===== config.mk =====
export PLATFORM = sky130hd
export DESIGN_NAME = circular_range_arithmetic
export DESIGN_NICKNAME = d
export VERILOG_FILES = /design/src/rtl/cra_pkg.sv /design/src/rtl/cra_rem_unit.sv /design/src/rtl/circular_range_arithmetic.sv
export SDC_FILE = /design/constraint.sdc
export NUM_CORES = 2
export LEC_CHECK = 0
export ABC_AREA = 0
export BUFFER_PORTS_ARGS = -buffer_cell sky130_fd_sc_hd__buf_2
export CORE_MARGIN = 5
export CORE_UTILIZATION = 42
export CTS_BUF_LIST = sky130_fd_sc_hd__clkbuf_8
export DETAILED_ROUTE_END_ITERATION = 6
export HOLD_SLACK_MARGIN = 0.05
export PLACE_DENSITY = 0.62
export SYNTH_ARGS = -nofsm -noshare
export SYNTH_HDL_FRONTEND = slang
export SYNTH_HIERARCHICAL = 1
export SYNTH_SLANG_ARGS = --single-unit

===== constraint.sdc =====
create_clock -name i_clk -period 15 [get_ports i_clk]
set_input_delay 0.75 -clock i_clk [delete_from_list [all_inputs] [get_ports i_clk]]
set_output_delay 0.75 -clock i_clk [all_outputs]
set_load 0.03 [all_outputs]

===== src/rtl/cra_pkg.sv =====
// shared constants and codes of the circular range arithmetic block
package cra_pkg;

    // default value width
    localparam int VALUE_WIDTH_DEF = 16;

    // request codes
    localparam int REQ_W = 3;
    localparam logic [REQ_W-1:0] REQ_ASSIGN = 3'd0;
    localparam logic [REQ_W-1:0] REQ_ADD    = 3'd1;
    localparam logic [REQ_W-1:0] REQ_SUB    = 3'd2;
    localparam logic [REQ_W-1:0] REQ_MUL    = 3'd3;
    localparam logic [REQ_W-1:0] REQ_DIV    = 3'd4;
    localparam logic [REQ_W-1:0] REQ_INC    = 3'd5;
    localparam logic [REQ_W-1:0] REQ_DEC    = 3'd6;
    localparam logic [REQ_W-1:0] REQ_READ   = 3'd7;

    // configuration register indexes
    localparam int CFG_INDEX_W = 2;
    localparam logic [CFG_INDEX_W-1:0] REG_RANGE_LOW  = 2'd0;
    localparam logic [CFG_INDEX_W-1:0] REG_RANGE_HIGH = 2'd1;

    // reset values
    localparam int RESET_LOW   = 1;
    localparam int RESET_HIGH  = 12;
    localparam int RESET_VALUE = 1;

endpackage


===== src/rtl/cra_rem_unit.sv =====
// bit-serial non-negative remainder of a signed dividend by the range period
module cra_rem_unit #(
    parameter int VALUE_WIDTH = cra_pkg::VALUE_WIDTH_DEF
) (
    input  logic                     i_clk,
    input  logic                     i_rst_n,
    input  logic                     i_start,
    input  logic [2*VALUE_WIDTH:0]   i_dividend,
    input  logic [VALUE_WIDTH:0]     i_period,
    output logic                     o_done,
    output logic [VALUE_WIDTH-1:0]   o_rem
);
    import cra_pkg::*;

    localparam int DW    = 2 * VALUE_WIDTH + 1;
    localparam int CNT_W = $clog2(DW);
    localparam logic [CNT_W-1:0] LAST_BIT = CNT_W'(DW - 1);

    localparam logic [2:0] U_IDLE  = 3'd0;
    localparam logic [2:0] U_ABS   = 3'd1;
    localparam logic [2:0] U_SHIFT = 3'd2;
    localparam logic [2:0] U_FIX   = 3'd3;
    localparam logic [2:0] U_DONE  = 3'd4;

    logic [2:0]             r_state;
    logic [DW-1:0]          r_mag;
    logic                   r_neg;
    logic [VALUE_WIDTH-1:0] r_part;
    logic [CNT_W-1:0]       r_cnt;

    logic [VALUE_WIDTH:0]   trial;
    logic                   trial_ge;
    logic [VALUE_WIDTH-1:0] n_part;

    // one restoring step: bring down the next bit, subtract the period if it fits
    always_comb begin
        trial    = {r_part, r_mag[DW-1]};
        trial_ge = (trial >= i_period);
        n_part   = trial_ge ? VALUE_WIDTH'(trial - i_period) : trial[VALUE_WIDTH-1:0];
    end

    // sequencer
    always_ff @(posedge i_clk) begin
        if (!i_rst_n) begin
            r_state <= U_IDLE;
        end else begin
            unique case (r_state)
                U_IDLE:  if (i_start) r_state <= U_ABS;
                U_ABS:   r_state <= U_SHIFT;
                U_SHIFT: if (r_cnt == '0) r_state <= U_FIX;
                U_FIX:   r_state <= U_DONE;
                U_DONE:  r_state <= U_IDLE;
                default: r_state <= U_IDLE;
            endcase
        end
    end

    // datapath: magnitude, partial remainder, bit counter
    always_ff @(posedge i_clk) begin
        case (r_state)
            U_IDLE: begin
                if (i_start) r_mag <= i_dividend;
            end
            U_ABS: begin
                r_neg  <= r_mag[DW-1];
                r_mag  <= r_mag[DW-1] ? -r_mag : r_mag;
                r_part <= '0;
                r_cnt  <= LAST_BIT;
            end
            U_SHIFT: begin
                r_part <= n_part;
                r_mag  <= {r_mag[DW-2:0], 1'b0};
                r_cnt  <= r_cnt - 1'b1;
            end
            U_FIX: begin
                // negative dividend: fold the remainder back to the non-negative side
                if (r_neg && (r_part != '0)) begin
                    r_part <= VALUE_WIDTH'(i_period - {1'b0, r_part});
                end
            end
            default: ;
        endcase
    end

    assign o_done = (r_state == U_DONE);
    assign o_rem  = r_part;

endmodule


===== src/rtl/circular_range_arithmetic.sv =====
// Circular range arithmetic unit: holds one value wrapped into [lo, hi], where lo and hi
// are the ordered ends from the two range registers, and applies one request per input
// beat, returning the new and the prior value. All wrapping goes through one bit-serial
// remainder unit that retires one dividend bit per cycle over 2*VALUE_WIDTH+1 bits, so a
// request is held while the unit runs and the input stalls meanwhile. Read skips the
// remainder unit and goes from accept to the result register; assign, add, sub, inc and
// dec run one reduction; mul first forms the product in the product register.
// Divide runs two reductions (operand and lo*operand - lo) and then checks one candidate
// per cycle from lo upward, at most hi-lo+1 of them. The input is free again the cycle
// after the result register loads; a stalled result beat holds the request until the
// result register can take it. A write to either range register moves the value to the
// new lower end; write registers only while no request is in progress.
module circular_range_arithmetic #(
    parameter int VALUE_WIDTH = cra_pkg::VALUE_WIDTH_DEF
) (
    input  logic                              i_clk,
    input  logic                              i_rst_n,
    // request channel
    input  logic                              i_in_valid,
    output logic                              o_in_stall,
    input  logic [cra_pkg::REQ_W-1:0]         i_req_type,
    input  logic signed [VALUE_WIDTH-1:0]     i_operand,
    // result channel
    output logic                              o_out_valid,
    input  logic                              i_out_stall,
    output logic signed [VALUE_WIDTH-1:0]     o_new_value,
    output logic signed [VALUE_WIDTH-1:0]     o_prior_value,
    output logic                              o_no_quotient,
    // configuration write port
    input  logic                              i_cfg_we,
    input  logic [cra_pkg::CFG_INDEX_W-1:0]   i_cfg_index,
    input  logic [VALUE_WIDTH-1:0]            i_cfg_data
);
    import cra_pkg::*;

    localparam int W  = VALUE_WIDTH;
    localparam int DW = 2 * VALUE_WIDTH + 1;

    localparam logic [2:0] S_IDLE = 3'd0;
    localparam logic [2:0] S_MUL  = 3'd1;
    localparam logic [2:0] S_FORM = 3'd2;
    localparam logic [2:0] S_WAIT = 3'd3;
    localparam logic [2:0] S_SRCH = 3'd4;
    localparam logic [2:0] S_DONE = 3'd5;

    // control state
    logic [2:0]            r_state;
    logic                  r_phase;
    logic                  r_out_valid;
    logic signed [W-1:0]   r_reg_low;
    logic signed [W-1:0]   r_reg_high;
    logic signed [W-1:0]   r_cur;

    // request datapath
    logic [REQ_W-1:0]      r_req;
    logic signed [W-1:0]   r_op;
    logic signed [W-1:0]   r_prior;
    logic signed [2*W-1:0] r_prod;
    logic [W-1:0]          r_s;
    logic [W-1:0]          r_y;
    logic [W-1:0]          r_tgt;
    logic [W-1:0]          r_cnt;
    logic signed [W-1:0]   r_next;
    logic                  r_fail;

    // result register
    logic signed [W-1:0]   r_out_new;
    logic signed [W-1:0]   r_out_prior;
    logic                  r_out_nq;

    logic signed [W-1:0]   lo;
    logic signed [W-1:0]   hi;
    logic [W-1:0]          span;
    logic [W:0]            period;
    logic signed [W-1:0]   cfg_low;
    logic signed [W-1:0]   cfg_high;
    logic signed [W-1:0]   cfg_lo;
    logic signed [W-1:0]   mul_a;
    logic signed [DW-1:0]  form_a;
    logic signed [DW-1:0]  form_dvd;
    logic [W:0]            y_sum;
    logic [W-1:0]          n_y;
    logic                  in_beat;
    logic                  out_free;
    logic                  rem_start;
    logic                  rem_done;
    logic [W-1:0]          rem_val;

    // ordered range ends and period
    always_comb begin
        lo     = (r_reg_low < r_reg_high) ? r_reg_low : r_reg_high;
        hi     = (r_reg_low < r_reg_high) ? r_reg_high : r_reg_low;
        span   = W'(hi - lo);
        period = {1'b0, span} + 1'b1;
    end

    // lower end after a register write
    always_comb begin
        cfg_low  = (i_cfg_index == REG_RANGE_LOW)  ? i_cfg_data : r_reg_low;
        cfg_high = (i_cfg_index == REG_RANGE_HIGH) ? i_cfg_data : r_reg_high;
        cfg_lo   = (cfg_low < cfg_high) ? cfg_low : cfg_high;
    end

    // dividend for the remainder unit, offset by the lower end
    always_comb begin
        mul_a  = (r_req == REQ_DIV) ? lo : r_prior;
        form_a = DW'(r_op);
        case (r_req)
            REQ_ADD: form_a = DW'(r_prior) + DW'(r_op);
            REQ_SUB: form_a = DW'(r_prior) - DW'(r_op);
            REQ_INC: form_a = DW'(r_prior) + DW'(1);
            REQ_DEC: form_a = DW'(r_prior) - DW'(1);
            REQ_MUL: form_a = DW'(r_prod);
            REQ_DIV: form_a = r_phase ? DW'(r_prod) : DW'(r_op);
            default: form_a = DW'(r_op);
        endcase
        // operand residue for divide is taken without the offset
        if ((r_req == REQ_DIV) && !r_phase) begin
            form_dvd = form_a;
        end else begin
            form_dvd = form_a - DW'(lo);
        end
    end

    // next residue of x*operand - lo when x steps up by one
    always_comb begin
        y_sum = {1'b0, r_y} + {1'b0, r_s};
        n_y   = (y_sum >= period) ? W'(y_sum - period) : y_sum[W-1:0];
    end

    assign in_beat   = i_in_valid && (r_state == S_IDLE);
    assign out_free  = !r_out_valid || !i_out_stall;
    assign rem_start = (r_state == S_FORM);

    cra_rem_unit #(
        .VALUE_WIDTH (VALUE_WIDTH)
    ) u_rem (
        .i_clk      (i_clk),
        .i_rst_n    (i_rst_n),
        .i_start    (rem_start),
        .i_dividend (form_dvd),
        .i_period   (period),
        .o_done     (rem_done),
        .o_rem      (rem_val)
    );

    // sequencer, range registers and held value
    always_ff @(posedge i_clk) begin
        if (!i_rst_n) begin
            r_state     <= S_IDLE;
            r_phase     <= 1'b0;
            r_out_valid <= 1'b0;
            r_reg_low   <= W'(RESET_LOW);
            r_reg_high  <= W'(RESET_HIGH);
            r_cur       <= W'(RESET_VALUE);
        end else begin
            if (r_out_valid && !i_out_stall) r_out_valid <= 1'b0;

            if (i_cfg_we) begin
                unique case (i_cfg_index)
                    REG_RANGE_LOW: begin
                        r_reg_low <= i_cfg_data;
                        r_cur     <= cfg_lo;
                    end
                    REG_RANGE_HIGH: begin
                        r_reg_high <= i_cfg_data;
                        r_cur      <= cfg_lo;
                    end
                    default: ;
                endcase
            end

            unique case (r_state)
                S_IDLE: begin
                    if (in_beat) begin
                        r_phase <= 1'b0;
                        case (i_req_type) inside
                            REQ_READ:         r_state <= S_DONE;
                            REQ_MUL, REQ_DIV: r_state <= S_MUL;
                            default:          r_state <= S_FORM;
                        endcase
                    end
                end
                S_MUL:  r_state <= S_FORM;
                S_FORM: r_state <= S_WAIT;
                S_WAIT: begin
                    if (rem_done) begin
                        if ((r_req == REQ_DIV) && !r_phase) begin
                            r_phase <= 1'b1;
                            r_state <= S_FORM;
                        end else if (r_req == REQ_DIV) begin
                            r_state <= S_SRCH;
                        end else begin
                            r_state <= S_DONE;
                        end
                    end
                end
                S_SRCH: begin
                    if ((r_y == r_tgt) || (r_cnt == span)) r_state <= S_DONE;
                end
                S_DONE: begin
                    if (out_free) begin
                        r_out_valid <= 1'b1;
                        r_cur       <= r_next;
                        r_state     <= S_IDLE;
                    end
                end
                default: r_state <= S_IDLE;
            endcase
        end
    end

    // request datapath
    always_ff @(posedge i_clk) begin
        case (r_state)
            S_IDLE: begin
                if (in_beat) begin
                    r_req   <= i_req_type;
                    r_op    <= i_operand;
                    r_prior <= r_cur;
                    r_next  <= r_cur;
                    r_fail  <= 1'b0;
                end
            end
            S_MUL: begin
                r_prod <= mul_a * r_op;
            end
            S_WAIT: begin
                if (rem_done) begin
                    if ((r_req == REQ_DIV) && !r_phase) begin
                        r_s <= rem_val;
                    end else if (r_req == REQ_DIV) begin
                        r_y   <= rem_val;
                        r_cnt <= '0;
                        r_tgt <= W'(r_prior - lo);
                    end else begin
                        r_next <= lo + rem_val;
                    end
                end
            end
            S_SRCH: begin
                // candidate x = lo + r_cnt, residue of x*operand - lo in r_y
                if (r_y == r_tgt) begin
                    r_next <= lo + r_cnt;
                    r_fail <= 1'b0;
                end else if (r_cnt == span) begin
                    r_next <= r_prior;
                    r_fail <= 1'b1;
                end else begin
                    r_cnt <= r_cnt + 1'b1;
                    r_y   <= n_y;
                end
            end
            S_DONE: begin
                if (out_free) begin
                    r_out_new   <= r_next;
                    r_out_prior <= r_prior;
                    r_out_nq    <= r_fail;
                end
            end
            default: ;
        endcase
    end

    assign o_in_stall    = (r_state != S_IDLE);
    assign o_out_valid   = r_out_valid;
    assign o_new_value   = r_out_new;
    assign o_prior_value = r_out_prior;
    assign o_no_quotient = r_out_nq;

endmodule


==> impl_metrics.ini <==
[floorplanning]
ios = 77
die_h_um = 296
dieArea_mm2 = 0.0874
chipWidth_um = 296
fp.coreArea_mm2 = 0.0807
start_util_pct = 42.5
placement_rows = 104

[global_routing]
track_usage_pct = 24.0
grt-ovfl-total = 0
grt_pass1_vias = 28400
antenna_found_initial = 3
grt_first_pass_wirelength_um = 164000
grt_max_degree = 67

[timing]
fin_tns_setup_ns = 0
rsz0062_at_grt = false
slew_violations = 0
finalSetupViolCount = 0
tightest_slew_ns = 1.17
max_freq_mhz = 93.8
slew_headroom_pct = 22.2
min_period_ns = 10.66
fin_skew_ns = 0.0526
period_share_pct = 71.1
hold_violations = 0
hold_ws_ns = 0.224

[worst_setup_path]
crit_start = r_reg_high[2]
worstSetupPathType = register to register
cp-end-kind = register
cp-start-kind = register
max_stage_delay_ns = 0.77
cp-endpoint = r_prod[31]
r2r-end = r_prod[31]
arrival_ns = 11.05
r2r_cells = 32
reg2reg_slack_ns = 4.34
crit_path_top_delay_cell = a2111oi_0
required_ns = 15.40
critPathMaxFanout = 25
crit_top_cell = fa_1
r2r-start = r_reg_high[2]

[flow_run]
maxCapViolations = 0

[synth]
avgSynthCellArea_um2 = 8.87
syn_nets = 4472
synthesis.area_mm2 = 0.0343
ys.flop_type = edfxtp_1
yosys-top-cells-area = edfxtp_1, fa_1, ha_1, inv_1, xnor2_1
yosysSeqAreaShare_pct = 24.0
synth_top_cell_by_area = edfxtp_1
yosys_register_bits = 293
ys_types = 108
yosysWarnings = 6
synth_edf_count = 237
netlist_instances = 3863
synthArstFlopShare_pct = 0
synth_top_area_share_pct = 20.8

[route]
drtIter0Drc = 1943
antenna_left = 0
dr.pass1.iters = 5
route.vias.total = 28400
avgRoutedWirePerCell_um = 21.1
drc_errors = 0
wirelength_um = 105000
viasPerCell = 5.68

[clocking]
cts_tree = built
clkTransAtPathRegs_ns = 0.08
cts.hold.buffers_added = 0
postCtsSetupRepairBufs = 0
cts-root-buf = clkbuf_8
cts_sinks = 293
clkLatencyLatePin_ns = 0.70
cts_made_buffers = 53
clk_path_buf_depth = 3
cts_resized = 0
h-tree-depth = 2

[cells_and_area]
syn_to_final_growth_pct = 7.71
drive_above_1_share_pct = 7.95
final_common_cell = inv_1
final_cell_mix = inv_1, nor2_1, nand2_1, ha_1, fa_1
design_area_mm2 = 0.0369
nets = 4506
final_cells = 5000
fill_cells = 7942

[placement]
dpl_cell_area_mm2 = 0.0358
hpwl_um = 81300
dp_cells = 4902
place_congestion = 0.912
port_buffers = 76

[outcome]
status = completed

[worst_hold_path]
hold_class = primary input to register
-- per-stage QoR --
stage                     utilization, %  worst slack [ns]
after floorplan                        -              5.71
after global placement              44.4              4.60
after detailed placement            44.4              4.49
after CTS                           45.8              4.42
after global routing                45.8              3.78
final                               45.8              4.34
-- flip-flops by register name (all words and copies together), names as in the netlist, 16 cells and up --
signal         count
r_y               16
r_prior           16
r_s               16
r_reg_high        16
u_rem/o_rem       16
r_cur             16
r_reg_low         16
r_next            16
o_new_value       16
r_op              16
r_cnt             16
r_tgt             16
u_rem/r_mag       33
r_prod            32
o_prior_value     16
-- cell type report --
type                            instances  area, um2  share of cell area, %
Multi-Input combinational cell       2926      23600                   64.0
Sequential cell                       293       8240                   22.3
Inverter                              491       1840                   4.99
Tap cell                             1060       1330                   3.59
Timing Repair Buffer                  132        801                   2.17
Clock buffer                           54        743                   2.01
Clock inverter                         43        328                  0.888
Antenna cell                            1       2.50                0.00678
-- worst max-delay path, delay by kind of cell (launching register included) --
family	cells	cell delay, ns
adders and majority gates	8	3.92
AOI/OAI and AO/OA	14	4.60
buffers and inverters	6	0.89
and+or+nand+nor	3	0.43
DFF	1	0.35
xor gates and xnor gates	1	0.13
-- worst min path at each step --
stage | startpoint | endpoint | slack [ns] | depth (start not counted)
floorplan | r_fail | o_no_quotient | 0.40 | 0
global placement | r_next[14] | o_new_value[14] | 0.43 | 0
detailed placement | r_next[1] | o_new_value[1] | 0.43 | 0
CTS | i_operand[9] | r_op[9] | 0.18 | 1
global route | i_operand[0] | r_op[0] | 0.20 | 1
finish | i_operand[9] | r_op[9] | 0.22 | 1
-- metal layers --
| metal | track usage, % | vias up | wire (um) |
|---|---|---|---|
| met5 | 0 | - | 0 |
| met3 | 3.55 | 229 | 6760 |
| met2 | 40.0 | 947 | 48800 |
| met4 | 9.92 | 0 | 4990 |
| li1 | - | 13400 | - |
| met1 | 31.4 | 13800 | 44800 |
-- synth_stat cells, types with 33 or more instances --
library cell and number:
clkbuf_1 136, nand2b_1 42, nor3_1 66, nor2_1 338, xnor2_1 165, nand3_1 57, a21oi_1 268, xor2_1 81
o21ai_0 203, edfxtp_1 237, nand2_1 334, inv_1 481, a211oi_1 33, mux2i_1 64, a21o_1 69, dfxtp_1 56
ha_1 295, fa_1 272, and2_1 64, nor2b_1 45
-- logic make-up after synthesis --
kind of cell	count (synthesis)	synth area share (%)
mux	83	2.54
flops	293	24.0
simple gates	1112	15.4
buf+inv	644	7.17
xor+xnor	256	6.91
compound gates	908	17.2
fa+ha+maj	567	26.7
Power is left out: the tool's default activity adds up to more than one toggle a clock period on the data nets, which glitch-free logic cannot reach.
